==> config.mk <==
export PLATFORM = sky130hd
export DESIGN_NAME = gantry_move_sequencer_top
export DESIGN_NICKNAME = d
export VERILOG_FILES = /design/src/rtl/gms_pkg.sv /design/src/rtl/gms_cfg_regs.sv /design/src/rtl/gms_step_calc.sv /design/src/rtl/gms_sequencer.sv /design/src/rtl/gantry_move_sequencer_top.sv
export SDC_FILE = /design/constraint.sdc
export NUM_CORES = 2
export LEC_CHECK = 0
export ABC_AREA = 0
export CELL_PAD_IN_SITES_DETAIL_PLACEMENT = 0
export CELL_PAD_IN_SITES_GLOBAL_PLACEMENT = 1
export CORE_MARGIN = 2
export CORE_UTILIZATION = 36
export DETAILED_ROUTE_END_ITERATION = 8
export DONT_BUFFER_PORTS = 1
export GPL_TIMING_DRIVEN = 0
export PLACE_DENSITY_LB_ADDON = 0.1
export SYNTH_ARGS = -nofsm -noshare
export SYNTH_HDL_FRONTEND = slang
export SYNTH_SLANG_ARGS = --single-unit
==> constraint.sdc <==
create_clock -name clk -period 10.08 [get_ports clk]
set_clock_uncertainty 0.15 [all_clocks]
set_input_delay 1.008 -clock clk [delete_from_list [all_inputs] [get_ports clk]]
set_output_delay 1.008 -clock clk [all_outputs]
set_load 0.005 [all_outputs]
==> src/rtl/gms_pkg.sv <==
// ----------------------------------------------------------------------------
// Gantry move sequencer package
// Shared types and constants of the gantry move sequencer.
// ----------------------------------------------------------------------------
package gms_pkg;

  // Configuration port geometry.
  localparam int CFG_IDX_W  = 3;
  localparam int CFG_DATA_W = 24;

  // Configuration register indexes.
  localparam logic [CFG_IDX_W-1:0] CFG_STEP_HALF_PERIOD = 3'd0;
  localparam logic [CFG_IDX_W-1:0] CFG_X_SCALE          = 3'd1;
  localparam logic [CFG_IDX_W-1:0] CFG_Y_SCALE          = 3'd2;
  localparam logic [CFG_IDX_W-1:0] CFG_Z_TRAVEL         = 3'd3;
  localparam logic [CFG_IDX_W-1:0] CFG_DWELL_TICKS      = 3'd4;
  localparam logic [CFG_IDX_W-1:0] CFG_BACKOFF_STEPS    = 3'd5;

  // Reset values of the fixed-width registers.
  localparam logic [15:0] RST_STEP_HALF_PERIOD = 16'd800;
  localparam logic [15:0] RST_Z_TRAVEL         = 16'd980;
  localparam logic [23:0] RST_DWELL_TICKS      = 24'd4000000;
  localparam logic [7:0]  RST_BACKOFF_STEPS    = 8'd5;

  // Default scales in thousandths of a step per coordinate unit.
  localparam int X_SCALE_MILLI = 1578;
  localparam int Y_SCALE_MILLI = 1239;

  // Step counts saturate at this value.
  localparam logic [15:0] STEP_MAX = 16'hFFFF;

  // Motion timing settings that do not depend on the coordinate format.
  typedef struct packed {
    logic [15:0] half_period;
    logic [15:0] z_travel;
    logic [23:0] dwell_ticks;
    logic [7:0]  backoff;
  } gms_timing_t;

  // One result item.
  typedef struct packed {
    logic x_step;
    logic x_dir;
    logic y_step;
    logic y_dir;
    logic z_step;
    logic z_dir;
    logic heater_on;
    logic busy_res;
    logic move_done;
  } gms_result_t;

endpackage

==> src/rtl/gms_cfg_regs.sv <==
// ----------------------------------------------------------------------------
// Gantry move sequencer configuration registers
// Holds the motion settings; written through a plain write port.
// ----------------------------------------------------------------------------
module gms_cfg_regs import gms_pkg::*; #(
  parameter int SCALE_FRAC_BITS = 12
) (
  input  logic                         clk,
  input  logic                         rst_n,
  input  logic                         cfg_we,
  input  logic [CFG_IDX_W-1:0]         cfg_idx,
  input  logic [CFG_DATA_W-1:0]        cfg_wdata,
  output gms_timing_t                  timing,
  output logic [SCALE_FRAC_BITS+1:0]   x_scale,
  output logic [SCALE_FRAC_BITS+1:0]   y_scale
);

  localparam int SCALE_W = SCALE_FRAC_BITS + 2;
  localparam int X_SCALE_RST = (X_SCALE_MILLI * (1 << SCALE_FRAC_BITS) + 500) / 1000;
  localparam int Y_SCALE_RST = (Y_SCALE_MILLI * (1 << SCALE_FRAC_BITS) + 500) / 1000;

  gms_timing_t        timing_r;
  logic [SCALE_W-1:0] x_scale_r;
  logic [SCALE_W-1:0] y_scale_r;

  always_ff @(posedge clk) begin
    if (!rst_n) begin
      timing_r.half_period <= RST_STEP_HALF_PERIOD;
      timing_r.z_travel    <= RST_Z_TRAVEL;
      timing_r.dwell_ticks <= RST_DWELL_TICKS;
      timing_r.backoff     <= RST_BACKOFF_STEPS;
      x_scale_r            <= SCALE_W'(X_SCALE_RST);
      y_scale_r            <= SCALE_W'(Y_SCALE_RST);
    end else if (cfg_we) begin
      unique case (cfg_idx)
        CFG_STEP_HALF_PERIOD: timing_r.half_period <= cfg_wdata[15:0];
        CFG_X_SCALE:          x_scale_r            <= cfg_wdata[SCALE_W-1:0];
        CFG_Y_SCALE:          y_scale_r            <= cfg_wdata[SCALE_W-1:0];
        CFG_Z_TRAVEL:         timing_r.z_travel    <= cfg_wdata[15:0];
        CFG_DWELL_TICKS:      timing_r.dwell_ticks <= cfg_wdata[23:0];
        CFG_BACKOFF_STEPS:    timing_r.backoff     <= cfg_wdata[7:0];
        default: ;
      endcase
    end
  end

  assign timing  = timing_r;
  assign x_scale = x_scale_r;
  assign y_scale = y_scale_r;

endmodule

==> src/rtl/gms_step_calc.sv <==
// ----------------------------------------------------------------------------
// Gantry move sequencer step count calculation
// Step count of one axis: |target - position| times a fixed-point scale,
// rounded half up and saturated to 16 bits.
// ----------------------------------------------------------------------------
module gms_step_calc import gms_pkg::*; #(
  parameter int COORD_BITS      = 14,
  parameter int SCALE_FRAC_BITS = 12
) (
  input  logic [COORD_BITS-1:0]        position,
  input  logic [COORD_BITS-1:0]        target,
  input  logic [SCALE_FRAC_BITS+1:0]   scale,
  output logic [15:0]                  steps
);

  localparam int PROD_W = COORD_BITS + SCALE_FRAC_BITS + 2;
  localparam int SUM_W  = PROD_W + 1;

  logic [COORD_BITS-1:0] delta;
  logic [PROD_W-1:0]     prod;
  logic [SUM_W-1:0]      rounded;
  logic [SUM_W-1:0]      shifted;

  always_comb begin
    delta   = (target >= position) ? (target - position) : (position - target);
    prod    = PROD_W'(delta) * PROD_W'(scale);
    rounded = SUM_W'(prod) + (SUM_W'(1) << (SCALE_FRAC_BITS - 1));
    shifted = rounded >> SCALE_FRAC_BITS;
    steps   = (shifted > SUM_W'(STEP_MAX)) ? STEP_MAX : shifted[15:0];
  end

endmodule

==> src/rtl/gms_sequencer.sv <==
// ----------------------------------------------------------------------------
// Gantry move sequencer state machine
// Holds the motion state and advances it by one item: X move, Y move, Z down,
// dwell, Z up, with limit back-off on X and Y.
// ----------------------------------------------------------------------------
module gms_sequencer import gms_pkg::*; #(
  parameter int COORD_BITS = 14
) (
  input  logic                  clk,
  input  logic                  rst_n,
  input  logic                  advance,
  input  logic                  item_op,
  input  logic [COORD_BITS-1:0] item_tx,
  input  logic [COORD_BITS-1:0] item_ty,
  input  logic                  item_xl,
  input  logic                  item_yl,
  input  gms_timing_t           timing,
  input  logic [15:0]           steps_x,
  input  logic [15:0]           steps_y,
  output logic [COORD_BITS-1:0] pos_x,
  output logic [COORD_BITS-1:0] pos_y,
  output gms_result_t           result
);

  localparam logic [2:0] PH_IDLE  = 3'd0;
  localparam logic [2:0] PH_X     = 3'd1;
  localparam logic [2:0] PH_Y     = 3'd2;
  localparam logic [2:0] PH_ZD    = 3'd3;
  localparam logic [2:0] PH_DWELL = 3'd4;
  localparam logic [2:0] PH_ZU    = 3'd5;
  localparam logic [2:0] PH_XB    = 3'd6;
  localparam logic [2:0] PH_YB    = 3'd7;

  logic [2:0]            ph_r,     ph_nxt;
  logic [COORD_BITS-1:0] pos_x_r,  pos_x_nxt;
  logic [COORD_BITS-1:0] pos_y_r,  pos_y_nxt;
  logic [COORD_BITS-1:0] goal_x_r, goal_x_nxt;
  logic [COORD_BITS-1:0] goal_y_r, goal_y_nxt;
  logic [15:0]           steps_r,  steps_nxt;
  logic [15:0]           syp_r,    syp_nxt;
  logic [15:0]           ht_r,     ht_nxt;
  logic [23:0]           dwell_r,  dwell_nxt;
  logic                  pulse_r,  pulse_nxt;
  logic [2:0]            dir_r,    dir_nxt;
  logic [1:0]            lim_r,    lim_nxt;
  logic [1:0]            zero_r,   zero_nxt;
  logic                  done_nxt;

  logic        go_x, go_bx, go_y, go_by, go_zd, go_dw, go_zu, go_fin;
  logic [15:0] ht_inc;
  logic [15:0] steps_dec;
  logic [23:0] dwell_dec;
  logic [15:0] backoff16;

  assign backoff16 = 16'(timing.backoff);

  always_comb begin
    ph_nxt     = ph_r;
    pos_x_nxt  = pos_x_r;
    pos_y_nxt  = pos_y_r;
    goal_x_nxt = goal_x_r;
    goal_y_nxt = goal_y_r;
    steps_nxt  = steps_r;
    syp_nxt    = syp_r;
    ht_nxt     = ht_r;
    dwell_nxt  = dwell_r;
    pulse_nxt  = pulse_r;
    dir_nxt    = dir_r;
    zero_nxt   = zero_r;
    lim_nxt    = lim_r | {item_yl, item_xl};
    done_nxt   = 1'b0;
    go_x = 1'b0; go_bx = 1'b0; go_y = 1'b0; go_by = 1'b0;
    go_zd = 1'b0; go_dw = 1'b0; go_zu = 1'b0; go_fin = 1'b0;
    ht_inc    = ht_r + 16'd1;
    steps_dec = (steps_r != 16'd0) ? (steps_r - 16'd1) : 16'd0;
    dwell_dec = (dwell_r != 24'd0) ? (dwell_r - 24'd1) : 24'd0;

    // A command is taken only while idle; otherwise the item is a tick.
    if (item_op && (ph_r == PH_IDLE)) begin
      goal_x_nxt = item_tx;
      goal_y_nxt = item_ty;
      zero_nxt   = 2'b00;
      dir_nxt    = {dir_r[2], (item_ty > pos_y_r), (item_tx > pos_x_r)};
      syp_nxt    = steps_y;
      go_x       = 1'b1;
    end else if (ph_r == PH_DWELL) begin
      dwell_nxt = dwell_dec;
      if (dwell_dec == 24'd0) go_zu = 1'b1;
    end else if (ph_r != PH_IDLE) begin
      if (ht_inc < timing.half_period) begin
        ht_nxt = ht_inc;
      end else begin
        ht_nxt = 16'd0;
        if (pulse_r) begin
          pulse_nxt = 1'b0;
        end else begin
          // End of a low half: one step is complete.
          steps_nxt = steps_dec;
          if (steps_dec == 16'd0) begin
            unique case (ph_r)
              PH_X:  go_y = 1'b1;
              PH_XB: begin
                lim_nxt[0] = 1'b0;
                go_y       = 1'b1;
              end
              PH_Y:  go_zd = 1'b1;
              PH_YB: begin
                lim_nxt[1] = 1'b0;
                go_zd      = 1'b1;
              end
              PH_ZD: go_dw = 1'b1;
              default: go_fin = 1'b1;
            endcase
          end else if (ph_r == PH_X) begin
            go_bx = 1'b1;
          end else if (ph_r == PH_Y) begin
            go_by = 1'b1;
          end else begin
            pulse_nxt = 1'b1;
          end
        end
      end
    end

    // Phase entries cascade forward within the same item when a count is zero.
    if (go_x) begin
      ph_nxt    = PH_X;
      steps_nxt = steps_x;
      ht_nxt    = 16'd0;
      pulse_nxt = (steps_x != 16'd0);
      if (steps_x == 16'd0) go_y = 1'b1;
      else go_bx = 1'b1;
    end
    if (go_bx) begin
      if (lim_nxt[0]) begin
        pos_x_nxt   = '0;
        zero_nxt[0] = 1'b1;
        dir_nxt[0]  = 1'b1;
        ph_nxt      = PH_XB;
        steps_nxt   = backoff16;
        ht_nxt      = 16'd0;
        pulse_nxt   = (backoff16 != 16'd0);
        if (backoff16 == 16'd0) begin
          lim_nxt[0] = 1'b0;
          go_y       = 1'b1;
        end
      end else begin
        pulse_nxt = 1'b1;
        ht_nxt    = 16'd0;
      end
    end
    if (go_y) begin
      ph_nxt    = PH_Y;
      steps_nxt = syp_nxt;
      ht_nxt    = 16'd0;
      pulse_nxt = (syp_nxt != 16'd0);
      if (syp_nxt == 16'd0) go_zd = 1'b1;
      else go_by = 1'b1;
    end
    if (go_by) begin
      if (lim_nxt[1]) begin
        pos_y_nxt   = '0;
        zero_nxt[1] = 1'b1;
        dir_nxt[1]  = 1'b1;
        ph_nxt      = PH_YB;
        steps_nxt   = backoff16;
        ht_nxt      = 16'd0;
        pulse_nxt   = (backoff16 != 16'd0);
        if (backoff16 == 16'd0) begin
          lim_nxt[1] = 1'b0;
          go_zd      = 1'b1;
        end
      end else begin
        pulse_nxt = 1'b1;
        ht_nxt    = 16'd0;
      end
    end
    if (go_zd) begin
      dir_nxt[2] = 1'b1;
      ph_nxt     = PH_ZD;
      steps_nxt  = timing.z_travel;
      ht_nxt     = 16'd0;
      pulse_nxt  = (timing.z_travel != 16'd0);
      if (timing.z_travel == 16'd0) go_dw = 1'b1;
    end
    if (go_dw) begin
      ph_nxt    = PH_DWELL;
      pulse_nxt = 1'b0;
      dwell_nxt = timing.dwell_ticks;
      if (timing.dwell_ticks == 24'd0) go_zu = 1'b1;
    end
    if (go_zu) begin
      dir_nxt[2] = 1'b0;
      ph_nxt     = PH_ZU;
      steps_nxt  = timing.z_travel;
      ht_nxt     = 16'd0;
      pulse_nxt  = (timing.z_travel != 16'd0);
      if (timing.z_travel == 16'd0) go_fin = 1'b1;
    end
    if (go_fin) begin
      // An axis that hit its limit stays at zero.
      pos_x_nxt = zero_nxt[0] ? '0 : goal_x_nxt;
      pos_y_nxt = zero_nxt[1] ? '0 : goal_y_nxt;
      ph_nxt    = PH_IDLE;
      pulse_nxt = 1'b0;
      ht_nxt    = 16'd0;
      done_nxt  = 1'b1;
    end
  end

  always_ff @(posedge clk) begin
    if (!rst_n) begin
      ph_r     <= PH_IDLE;
      pos_x_r  <= '0;
      pos_y_r  <= '0;
      goal_x_r <= '0;
      goal_y_r <= '0;
      steps_r  <= '0;
      syp_r    <= '0;
      ht_r     <= '0;
      dwell_r  <= '0;
      pulse_r  <= 1'b0;
      dir_r    <= '0;
      lim_r    <= '0;
      zero_r   <= '0;
    end else if (advance) begin
      ph_r     <= ph_nxt;
      pos_x_r  <= pos_x_nxt;
      pos_y_r  <= pos_y_nxt;
      goal_x_r <= goal_x_nxt;
      goal_y_r <= goal_y_nxt;
      steps_r  <= steps_nxt;
      syp_r    <= syp_nxt;
      ht_r     <= ht_nxt;
      dwell_r  <= dwell_nxt;
      pulse_r  <= pulse_nxt;
      dir_r    <= dir_nxt;
      lim_r    <= lim_nxt;
      zero_r   <= zero_nxt;
    end
  end

  assign pos_x = pos_x_r;
  assign pos_y = pos_y_r;

  always_comb begin
    result.x_step    = ((ph_nxt == PH_X)  || (ph_nxt == PH_XB)) && pulse_nxt;
    result.x_dir     = dir_nxt[0];
    result.y_step    = ((ph_nxt == PH_Y)  || (ph_nxt == PH_YB)) && pulse_nxt;
    result.y_dir     = dir_nxt[1];
    result.z_step    = ((ph_nxt == PH_ZD) || (ph_nxt == PH_ZU)) && pulse_nxt;
    result.z_dir     = dir_nxt[2];
    result.heater_on = (ph_nxt == PH_DWELL);
    result.busy_res  = (ph_nxt != PH_IDLE);
    result.move_done = done_nxt;
  end

endmodule

==> src/rtl/gantry_move_sequencer_top.sv <==
// ----------------------------------------------------------------------------
// Gantry move sequencer
// Stepper sequencer for an X/Y/Z gantry with a dwell at each target point.
// ----------------------------------------------------------------------------
// Usage:
//   The input channel carries one item per 1 us tick: either a plain tick
//   (op = 0) or a move command with a target X/Y (op = 1). A command is only
//   taken while the sequencer is idle; otherwise it counts as a tick. Limit
//   switch levels ride along on every item and are latched.
//   The result channel returns exactly one item per input item, showing the
//   step, direction, heater, busy and done lines after that item.
//   The accepting edge loads the input register; from there the step-count
//   multiply and the state update load the result register, which raises
//   out_valid. Throughput is one item per clock while the receiver does
//   not stall. When the receiver stalls, the result register holds, and
//   the input register takes one more item only if it is empty; in_ready
//   then stays low until out_ready. Reset (synchronous, active low)
//   returns the sequencer to idle at position zero and loads the default
//   settings. Settings must be written by the user through the cfg_ port
//   while no item is in flight; the block itself does not enforce this.
// ----------------------------------------------------------------------------
module gantry_move_sequencer_top import gms_pkg::*; #(
  parameter int COORD_BITS      = 14,
  parameter int SCALE_FRAC_BITS = 12
) (
  input  logic                  clk,
  input  logic                  rst_n,
  input  logic                  cfg_we,
  input  logic [CFG_IDX_W-1:0]  cfg_idx,
  input  logic [CFG_DATA_W-1:0] cfg_wdata,
  input  logic                  in_valid,
  output logic                  in_ready,
  input  logic                  in_op,
  input  logic [COORD_BITS-1:0] in_target_x,
  input  logic [COORD_BITS-1:0] in_target_y,
  input  logic                  in_x_limit,
  input  logic                  in_y_limit,
  output logic                  out_valid,
  input  logic                  out_ready,
  output logic                  out_x_step,
  output logic                  out_x_dir,
  output logic                  out_y_step,
  output logic                  out_y_dir,
  output logic                  out_z_step,
  output logic                  out_z_dir,
  output logic                  out_heater_on,
  output logic                  out_busy_res,
  output logic                  out_move_done
);

  gms_timing_t                timing;
  logic [SCALE_FRAC_BITS+1:0] x_scale;
  logic [SCALE_FRAC_BITS+1:0] y_scale;

  logic                  s1_valid_r, s1_valid_nxt;
  logic                  s1_op_r;
  logic [COORD_BITS-1:0] s1_tx_r;
  logic [COORD_BITS-1:0] s1_ty_r;
  logic                  s1_xl_r;
  logic                  s1_yl_r;
  logic                  out_valid_r, out_valid_nxt;
  gms_result_t           out_res_r;
  gms_result_t           seq_res;

  logic                  out_free;
  logic                  advance;
  logic                  in_take;
  logic [COORD_BITS-1:0] pos_x;
  logic [COORD_BITS-1:0] pos_y;
  logic [15:0]           steps_x;
  logic [15:0]           steps_y;

  gms_cfg_regs #(
    .SCALE_FRAC_BITS (SCALE_FRAC_BITS)
  ) u_cfg (
    .clk       (clk),
    .rst_n     (rst_n),
    .cfg_we    (cfg_we),
    .cfg_idx   (cfg_idx),
    .cfg_wdata (cfg_wdata),
    .timing    (timing),
    .x_scale   (x_scale),
    .y_scale   (y_scale)
  );

  gms_step_calc #(
    .COORD_BITS      (COORD_BITS),
    .SCALE_FRAC_BITS (SCALE_FRAC_BITS)
  ) u_calc_x (
    .position (pos_x),
    .target   (s1_tx_r),
    .scale    (x_scale),
    .steps    (steps_x)
  );

  gms_step_calc #(
    .COORD_BITS      (COORD_BITS),
    .SCALE_FRAC_BITS (SCALE_FRAC_BITS)
  ) u_calc_y (
    .position (pos_y),
    .target   (s1_ty_r),
    .scale    (y_scale),
    .steps    (steps_y)
  );

  gms_sequencer #(
    .COORD_BITS (COORD_BITS)
  ) u_seq (
    .clk     (clk),
    .rst_n   (rst_n),
    .advance (advance),
    .item_op (s1_op_r),
    .item_tx (s1_tx_r),
    .item_ty (s1_ty_r),
    .item_xl (s1_xl_r),
    .item_yl (s1_yl_r),
    .timing  (timing),
    .steps_x (steps_x),
    .steps_y (steps_y),
    .pos_x   (pos_x),
    .pos_y   (pos_y),
    .result  (seq_res)
  );

  // The registered item is processed whenever the result register can take it.
  assign out_free = !out_valid_r || out_ready;
  assign advance  = s1_valid_r && out_free;
  assign in_ready = !s1_valid_r || out_free;
  assign in_take  = in_valid && in_ready;

  always_comb begin
    s1_valid_nxt = s1_valid_r;
    if (in_take) s1_valid_nxt = 1'b1;
    else if (advance) s1_valid_nxt = 1'b0;
    out_valid_nxt = out_valid_r;
    if (advance) out_valid_nxt = 1'b1;
    else if (out_ready) out_valid_nxt = 1'b0;
  end

  always_ff @(posedge clk) begin
    if (!rst_n) begin
      s1_valid_r  <= 1'b0;
      out_valid_r <= 1'b0;
    end else begin
      s1_valid_r  <= s1_valid_nxt;
      out_valid_r <= out_valid_nxt;
    end
  end

  always_ff @(posedge clk) begin
    if (in_take) begin
      s1_op_r <= in_op;
      s1_tx_r <= in_target_x;
      s1_ty_r <= in_target_y;
      s1_xl_r <= in_x_limit;
      s1_yl_r <= in_y_limit;
    end
    if (advance) begin
      out_res_r <= seq_res;
    end
  end

  assign out_valid     = out_valid_r;
  assign out_x_step    = out_res_r.x_step;
  assign out_x_dir     = out_res_r.x_dir;
  assign out_y_step    = out_res_r.y_step;
  assign out_y_dir     = out_res_r.y_dir;
  assign out_z_step    = out_res_r.z_step;
  assign out_z_dir     = out_res_r.z_dir;
  assign out_heater_on = out_res_r.heater_on;
  assign out_busy_res  = out_res_r.busy_res;
  assign out_move_done = out_res_r.move_done;

endmodule

# Yosys cells after proc, flatten, opt, wreduce, memory -nomap -nowiden
# Index checks and enable logic that the tools add are counted.
dict set report word_totals {
  regBits 273
  in_bits 63
  out_inout_bits 11
  word_cells 295
}
dict set report op_classes {
  addsub 9
  mul 2
  n_lt_le_gt_ge 7
  n_eq_ne 21
  mux 169
  n_bitwise 1
  reduce_logical 51
}
# op n
set op_table {}
lappend op_table {{2-to-1 mux 16 bit} 28}
lappend op_table {{2-to-1 mux 14 bit} 12}
lappend op_table {{2-to-1 mux 1 bit} 107}
lappend op_table {{2-to-1 mux 24 bit} 4}
lappend op_table {{zero test 16 bit} 5}
lappend op_table {{nonzero test 16 bit} 5}
lappend op_table {{adder 28 x 12 -> 29 bit, second input constant} 2}
lappend op_table {{multiplier 14 x 14 -> 28 bit} 2}
lappend op_table {{subtractor 14 bit} 4}
lappend op_table {{zero test 24 bit} 2}
lappend op_table {{greater-than comparator 17 x 16 -> 1 bit, second input constant} 2}
lappend op_table {{2-to-1 mux 3 bit} 10}
lappend op_table {{greater-or-equal comparator 14 bit} 2}
lappend op_table {{greater-than comparator 14 bit} 2}
lappend op_table {{== test 3 bit, second input constant} 9}
lappend op_table {{nonzero test 24 bit} 1}
lappend op_table {{subtractor 24 x 1 -> 24 bit, second input constant} 1}
lappend op_table {{== test 3 x 2 -> 1 bit, second input constant} 6}
lappend op_table {{adder 16 x 1 -> 16 bit, second input constant} 1}
lappend op_table {{less-than comparator 16 bit} 1}
lappend op_table {{2-to-1 mux 2 bit} 8}
lappend op_table {{!= test 8 x 1 -> 1 bit, second input constant} 2}
lappend op_table {{subtractor 16 x 1 -> 16 bit, second input constant} 1}
lappend op_table {{nonzero test 2 bit} 7}
lappend op_table {{other kinds (14)} 36}

# Longest topological paths before layout
dict set report depth {
  word_depth 25
  ltp_mapped 51
  ltp_nobuf 46
}

# Hierarchy
# A second synthesis with hierarchy kept.
dict set report unflattened {
  hier_cells 3641
  hier_area_um2 31616.6
}
# mod n_inst cells_per_inst area_per_inst_um2 seq_area_each_um2
set by_module_without_submodules {}
lappend by_module_without_submodules {gms_sequencer 1 1286 10181.0 2782.7}
lappend by_module_without_submodules {{gms_step_calc (u_calc_y)} 1 1004 8449.4 0.0}
lappend by_module_without_submodules {{gms_step_calc (u_calc_x)} 1 958 8106.5 0.0}
lappend by_module_without_submodules {gms_cfg_regs 1 344 3574.7 1841.8}
lappend by_module_without_submodules {gantry_move_sequencer_top 1 49 1305.0 1241.2}

# Worst setup path before layout
# Ideal clock, no wire load.
dict set report synth_path {
  path_type {reg2reg}
  start {reg s1_tx_r[0]}
  end {reg u_seq.dwell_r[22]}
  setup_time_ps 118
  t_arrival_ps 10874
  t_required_ps 9812
  setup_slack_ps -1063
  path_stages_with_launch 45
  path_buffers 4
  synth_period_minus_slack_ps 11143
  cell_sequence {edfxtp_1 inv_1 ha_1 inv_1 fa_1 a21o_1 a221o_1 a211o_1 or2_2 clkbuf_1 clkbuf_1 a31oi_1 nand2_1 nand2_1 a221o_1 a21oi_1 o21ai_0 xor2_1 [... 9 more ...] fa_1 inv_1 ha_1 a21oi_1 o21ai_1 a221o_1 a21oi_1 a21oi_2 or4_4 and2_4 or4b_4 o311ai_4 a211oi_2 o21ai_2 buf_2 mux2_1 a22oi_1 nor2b_1}
}
dict set report synth_via {
  elab_chain_len 19
  word_cells_on_any_way 26
  cone_classes {add/sub: 3; mul: 1; order compare: 2; eq/ne: 1; mux: 16; reduce/logical: 3}
}
# item line
set synth_rtl {}
lappend synth_rtl {{from (decl)} gantry_move_sequencer_top.sv:57} ;# logic [COORD_BITS-1:0] s1_tx_r;
lappend synth_rtl {{from (signal assigned)} gantry_move_sequencer_top.sv:153} ;# s1_tx_r <= in_target_x;
lappend synth_rtl {{subtractor 14 bit / greater-or-equal comparator 14 bit (equally long branches)} gms_step_calc.sv:25} ;# delta = (target >= position) ? (target - position) : (position - target);
lappend synth_rtl {{2-to-1 mux 14 bit (*)} gms_step_calc.sv:25}
lappend synth_rtl {{multiplier 14 x 14 -> 28 bit (*)} gms_step_calc.sv:26} ;# prod = PROD_W'(delta) * PROD_W'(scale);
lappend synth_rtl {{adder 28 x 12 -> 29 bit (*)} gms_step_calc.sv:27} ;# rounded = SUM_W'(prod) + (SUM_W'(1) << (SCALE_FRAC_BITS - 1));
lappend synth_rtl {{greater-than comparator 17 x 16 -> 1 bit} gms_step_calc.sv:29} ;# steps = (shifted > SUM_W'(STEP_MAX)) ? STEP_MAX : shifted[15:0];
lappend synth_rtl {{2-to-1 mux 16 bit (*)} gms_step_calc.sv:29}
lappend synth_rtl {{zero test 16 bit (*)} gms_sequencer.sv:131} ;# if (steps_x == 16'd0) go_y = 1'b1;
lappend synth_rtl {{2-to-1 mux 1 bit} gms_sequencer.sv:131}
lappend synth_rtl {{[... 3 more ...]} -}
lappend synth_rtl {{2-to-1 mux 1 bit (*)} gms_sequencer.sv:134} ;# if (go_bx) begin
lappend synth_rtl {{2-to-1 mux 1 bit} gms_sequencer.sv:152} ;# if (go_y) begin
lappend synth_rtl {{2-to-1 mux 1 bit} gms_sequencer.sv:169} ;# if (backoff16 == 16'd0) begin
lappend synth_rtl {{2-to-1 mux 1 bit} gms_sequencer.sv:161} ;# if (lim_nxt[1]) begin
lappend synth_rtl {{2-to-1 mux 1 bit (*)} gms_sequencer.sv:160} ;# if (go_by) begin
lappend synth_rtl {{2-to-1 mux 1 bit (*)} gms_sequencer.sv:178} ;# if (go_zd) begin
lappend synth_rtl {{!= test 2 x 1 -> 1 bit (no line) / nonzero test 2 bit (equally long branches)} -}
lappend synth_rtl {{AND reduction 3 bit (no line)} -}
lappend synth_rtl {{to (signal assigned)} gms_sequencer.sv:235} ;# dwell_r <= dwell_nxt;
lappend synth_rtl {{to (decl)} gms_sequencer.sv:42} ;# logic [23:0] dwell_r, dwell_nxt;
# Every way passes the cells marked *; elsewhere a longest branch is shown, timed or not.
# A chain may end at the register's enable or synchronous reset.

==> impl_results.md <==
- Outcome: complete, but fails checks
- Violations in the final reports: negative setup slack
- Number of enable-type register cells in the synthesized netlist: 40
- Time the final worst path needs with I/O delays and setup: 11.02 ns
- Max H-tree Level: 2
- Leading cell type in the layout, fill and taps excluded: sky130_fd_sc_hd__nand2_1
- Yosys reg bits: 273
- Critical path's most frequent cell: sky130_fd_sc_hd__fa_1
- Critical path class: reg -> reg
- Remaining antenna violation count: 0
- Setup slack of the critical path after layout: -0.944 ns
- Largest net degree at the start of global routing: 31
- Number of distinct library cells after synthesis: 106
- Cell with the largest stage delay on the worst path: sky130_fd_sc_hd__or4b_4
- Number of antenna violations at the first check in global routing: 4
- Global-route usage over all layers: 25.3%
- Unrepaired setup endpoints after global routing: yes
- Share of layout cells above drive strength 1: 13.6%
- Routed vias/inst: 5.26
- Number of DRC markers in iteration 0: 1593
- Insertion delay of the later-clocked pin in the worst-skew pair: 0.58 ns
- Final hold viol count: 0
- Inserted Clock Buffers: 34
- Crit end category: flop
- Net count after synthesis: 4358
- Combined area of all synthesized cells: 30500 µm²
- Ys Warns: 0
- Total congestion overflow: 0
- Number of max-slew violations in the final report: 0
- Buffers plus inverters on the worst setup path: 12
- Cell type group with the largest total delay on the critical path: adder cells
- Layout-stage area growth over the synthesis result: 19.2%
- Final count of negative-setup-slack endpoints: 88
- Most frequent cells in the layout: sky130_fd_sc_hd__nand2_1, sky130_fd_sc_hd__inv_1, sky130_fd_sc_hd__fa_1, sky130_fd_sc_hd__ha_1, sky130_fd_sc_hd__dfxtp_1
- Fraction of registers with async set or reset after synthesis: 0%
- Global-route wire length before repair: 169000 µm
- Clock root cell: sky130_fd_sc_hd__clkbuf_16
- Standard-cell rows: 106
- Register clock-pin slew on the reported worst setup and hold paths: 0.06 ns
- Final cell utilization of the core: 43.5%
- Maximum fanout along the worst path: 10
- DRC errors left: 0
- Max incr delay on CP: 0.58 ns
- Tightest Pin Transition: 1.40 ns
- Vert. Die Dim: 295 µm
- Via count: 26500
- Max capacitance violation total: 0
- Total wire length: 109000 µm
- Portion of the clock cycle consumed by the worst path in the final layout: 109%
- Floorplan die area: 87200 µm²
- Slew Limit Headroom: 6.56%
- CTS tree: built
- Cell count after synthesis: 3731
- Arrival time of data at the critical path endpoint: 11.16 ns
- Core outline area: 83800 µm²
- I/O pin total: 74
- Number of nets in the finished design: 4492
- Final GP Congestion: 0.947
- Average cell area after synthesis: 8.19 µm²
- WP data required: 10.22 ns
- Portion of the post-synthesis area used by sequential elements: 19.2%
- Top flip-flop cell by instance count after synthesis: sky130_fd_sc_hd__dfxtp_1
- Class of the most critical hold timing path: reg -> reg
- Vias in the first global route: 27000
- Cts-stage hold buffer count: 0
- Number of detailed-routing iterations run before antenna repair: 5
- Port buffer count: 0
- Initial cell density of the core: 36.4%
- Post-detailed-placement half-perimeter wirelength: 85300 µm
- Achievable Freq: 90.7 MHz
- Worst Setup Start Kind: flop
- Horizontal extent of the die: 295 µm
- Buffer depth of the longest clock path: 3
- Clock sink total: 273
- Average wire per standard cell: 21.7 µm
==> metal layers <==
layer,wire length [µm],vias to the layer above,share of wire [%],GRT usage (%)
li1,-,12700,-,-
met1,50300,13100,46,35.0
met2,51000,555,47,42.2
met3,4810,118,4.4,2.67
met4,2740,0,2.5,6.30
met5,0,-,0,0
==> sequential cells by signal, summed over array words and instances, names as in the netlist, 2 cells and up <==
signal and count:
s1_tx_r 14, s1_ty_r 14, u_cfg.timing 64, u_cfg.x_scale 14, u_cfg.y_scale 14, u_seq.dir_r 3, u_seq.dwell_r 24, u_seq.goal_x_r 14
u_seq.goal_y_r 14, u_seq.ht_r 16, u_seq.lim_r 2, u_seq.ph_r 3, u_seq.pos_x 14, u_seq.pos_y 14, u_seq.steps_r 16, u_seq.syp_r 16
u_seq.zero_r 2
==> kinds of logic (layout without fill, tap and decap cells) <==
family | Yosys count | after routing | synth area share, %
other cells | 0 | 2 | 0
fa+ha+maj | 564 | 564 | 30.2
flops | 273 | 273 | 19.2
compound gates | 753 | 753 | 16.5
xor+xnor | 82 | 82 | 2.35
buf+inv | 654 | 814 | 8.21
simple gates | 1358 | 1358 | 21.9
mux | 47 | 47 | 1.58
==> cell type report <==
cell class / instances / area, µm²
plain buffers: 184 / 1060
well taps: 1134 / 1420
flip-flops and latches: 273 / 5870
clock buffers: 39 / 870
diodes: 2 / 5.00
repair buffers: 116 / 1240
multi-input cells: 2804 / 23900
clock inverters: 23 / 360
inverters: 452 / 1700
fillers: 8679 / 47400
==> cells in the mapped netlist, types with 95 or more instances <==
cell,instances,area share (%)
sky130_fd_sc_hd__clkbuf_1,172,2.1
sky130_fd_sc_hd__and2_1,218,4.5
sky130_fd_sc_hd__fa_1,290,19
sky130_fd_sc_hd__o21ai_0,134,2.2
sky130_fd_sc_hd__ha_1,274,11
sky130_fd_sc_hd__a21boi_0,105,2.6
sky130_fd_sc_hd__dfxtp_1,233,15
sky130_fd_sc_hd__nand2_1,576,7.1
sky130_fd_sc_hd__nand3_1,95,1.6
sky130_fd_sc_hd__nor2_1,131,1.6
sky130_fd_sc_hd__a21oi_1,175,2.9
sky130_fd_sc_hd__inv_1,450,5.5
==> stage by stage <==
| stage | worst slack (ns) | hold slack [ns] | cells | area, µm² | setup TNS [ns] |
|---|---|---|---|---|---|
| after floorplan | -0.309 | 0.285 | 3731 | 30800 | -7.17 |
| after global placement | -3.12 | 0.294 | 4865 | 32200 | -249.87 |
| after detailed placement | -3.06 | 0.305 | 4866 | 32200 | -243.95 |
| after CTS | -1.04 | 0.314 | 5004 | 35600 | -80.37 |
| after global routing | -1.35 | 0.332 | 5025 | 36400 | -106.33 |
| final | -0.944 | 0.312 | 5027 | 36400 | -70.89 |
==> path summary, 6_finish.rpt <==
check	startpoint	to	slack, ns	depth (start not counted)
worst max-delay path	s1_tx_r[0]	out_z_step	-0.94	42
worst min-delay path	u_cfg.timing[54]	u_cfg.timing[54]	0.31	2
worst max register to register	s1_tx_r[0]	out_z_step	-0.94	42
worst min register to register	u_cfg.timing[54]	u_cfg.timing[54]	0.31	2
==> worst reg2reg max path, delay by kind of cell, from the launching register on <==
| kind | cells | cell delay (ns) |
|---|---|---|
| and+or+nand+nor | 6 | 1.25 |
| DFF | 1 | 0.45 |
| buffers and inverters | 12 | 1.66 |
| muxes | 1 | 0.17 |
| xor gates and xnor gates | 2 | 0.51 |
| AOI/OAI and AO/OA | 12 | 2.70 |
| adders and majority gates | 9 | 3.87 |
==> what timing repair did <==
| action | in CTS | in global routing |
|---|---|---|
| cloned | 8 | 0 |
| gates resized for setup | 307 | 152 |
| endpoints found under the setup margin | 104 | 99 |
| pin swaps | 105 | 51 |
| buffers inserted | 81 | 28 |
Power is left out: the tool's default activity adds up to more than one toggle a clock period on the data nets, which glitch-free logic cannot reach.
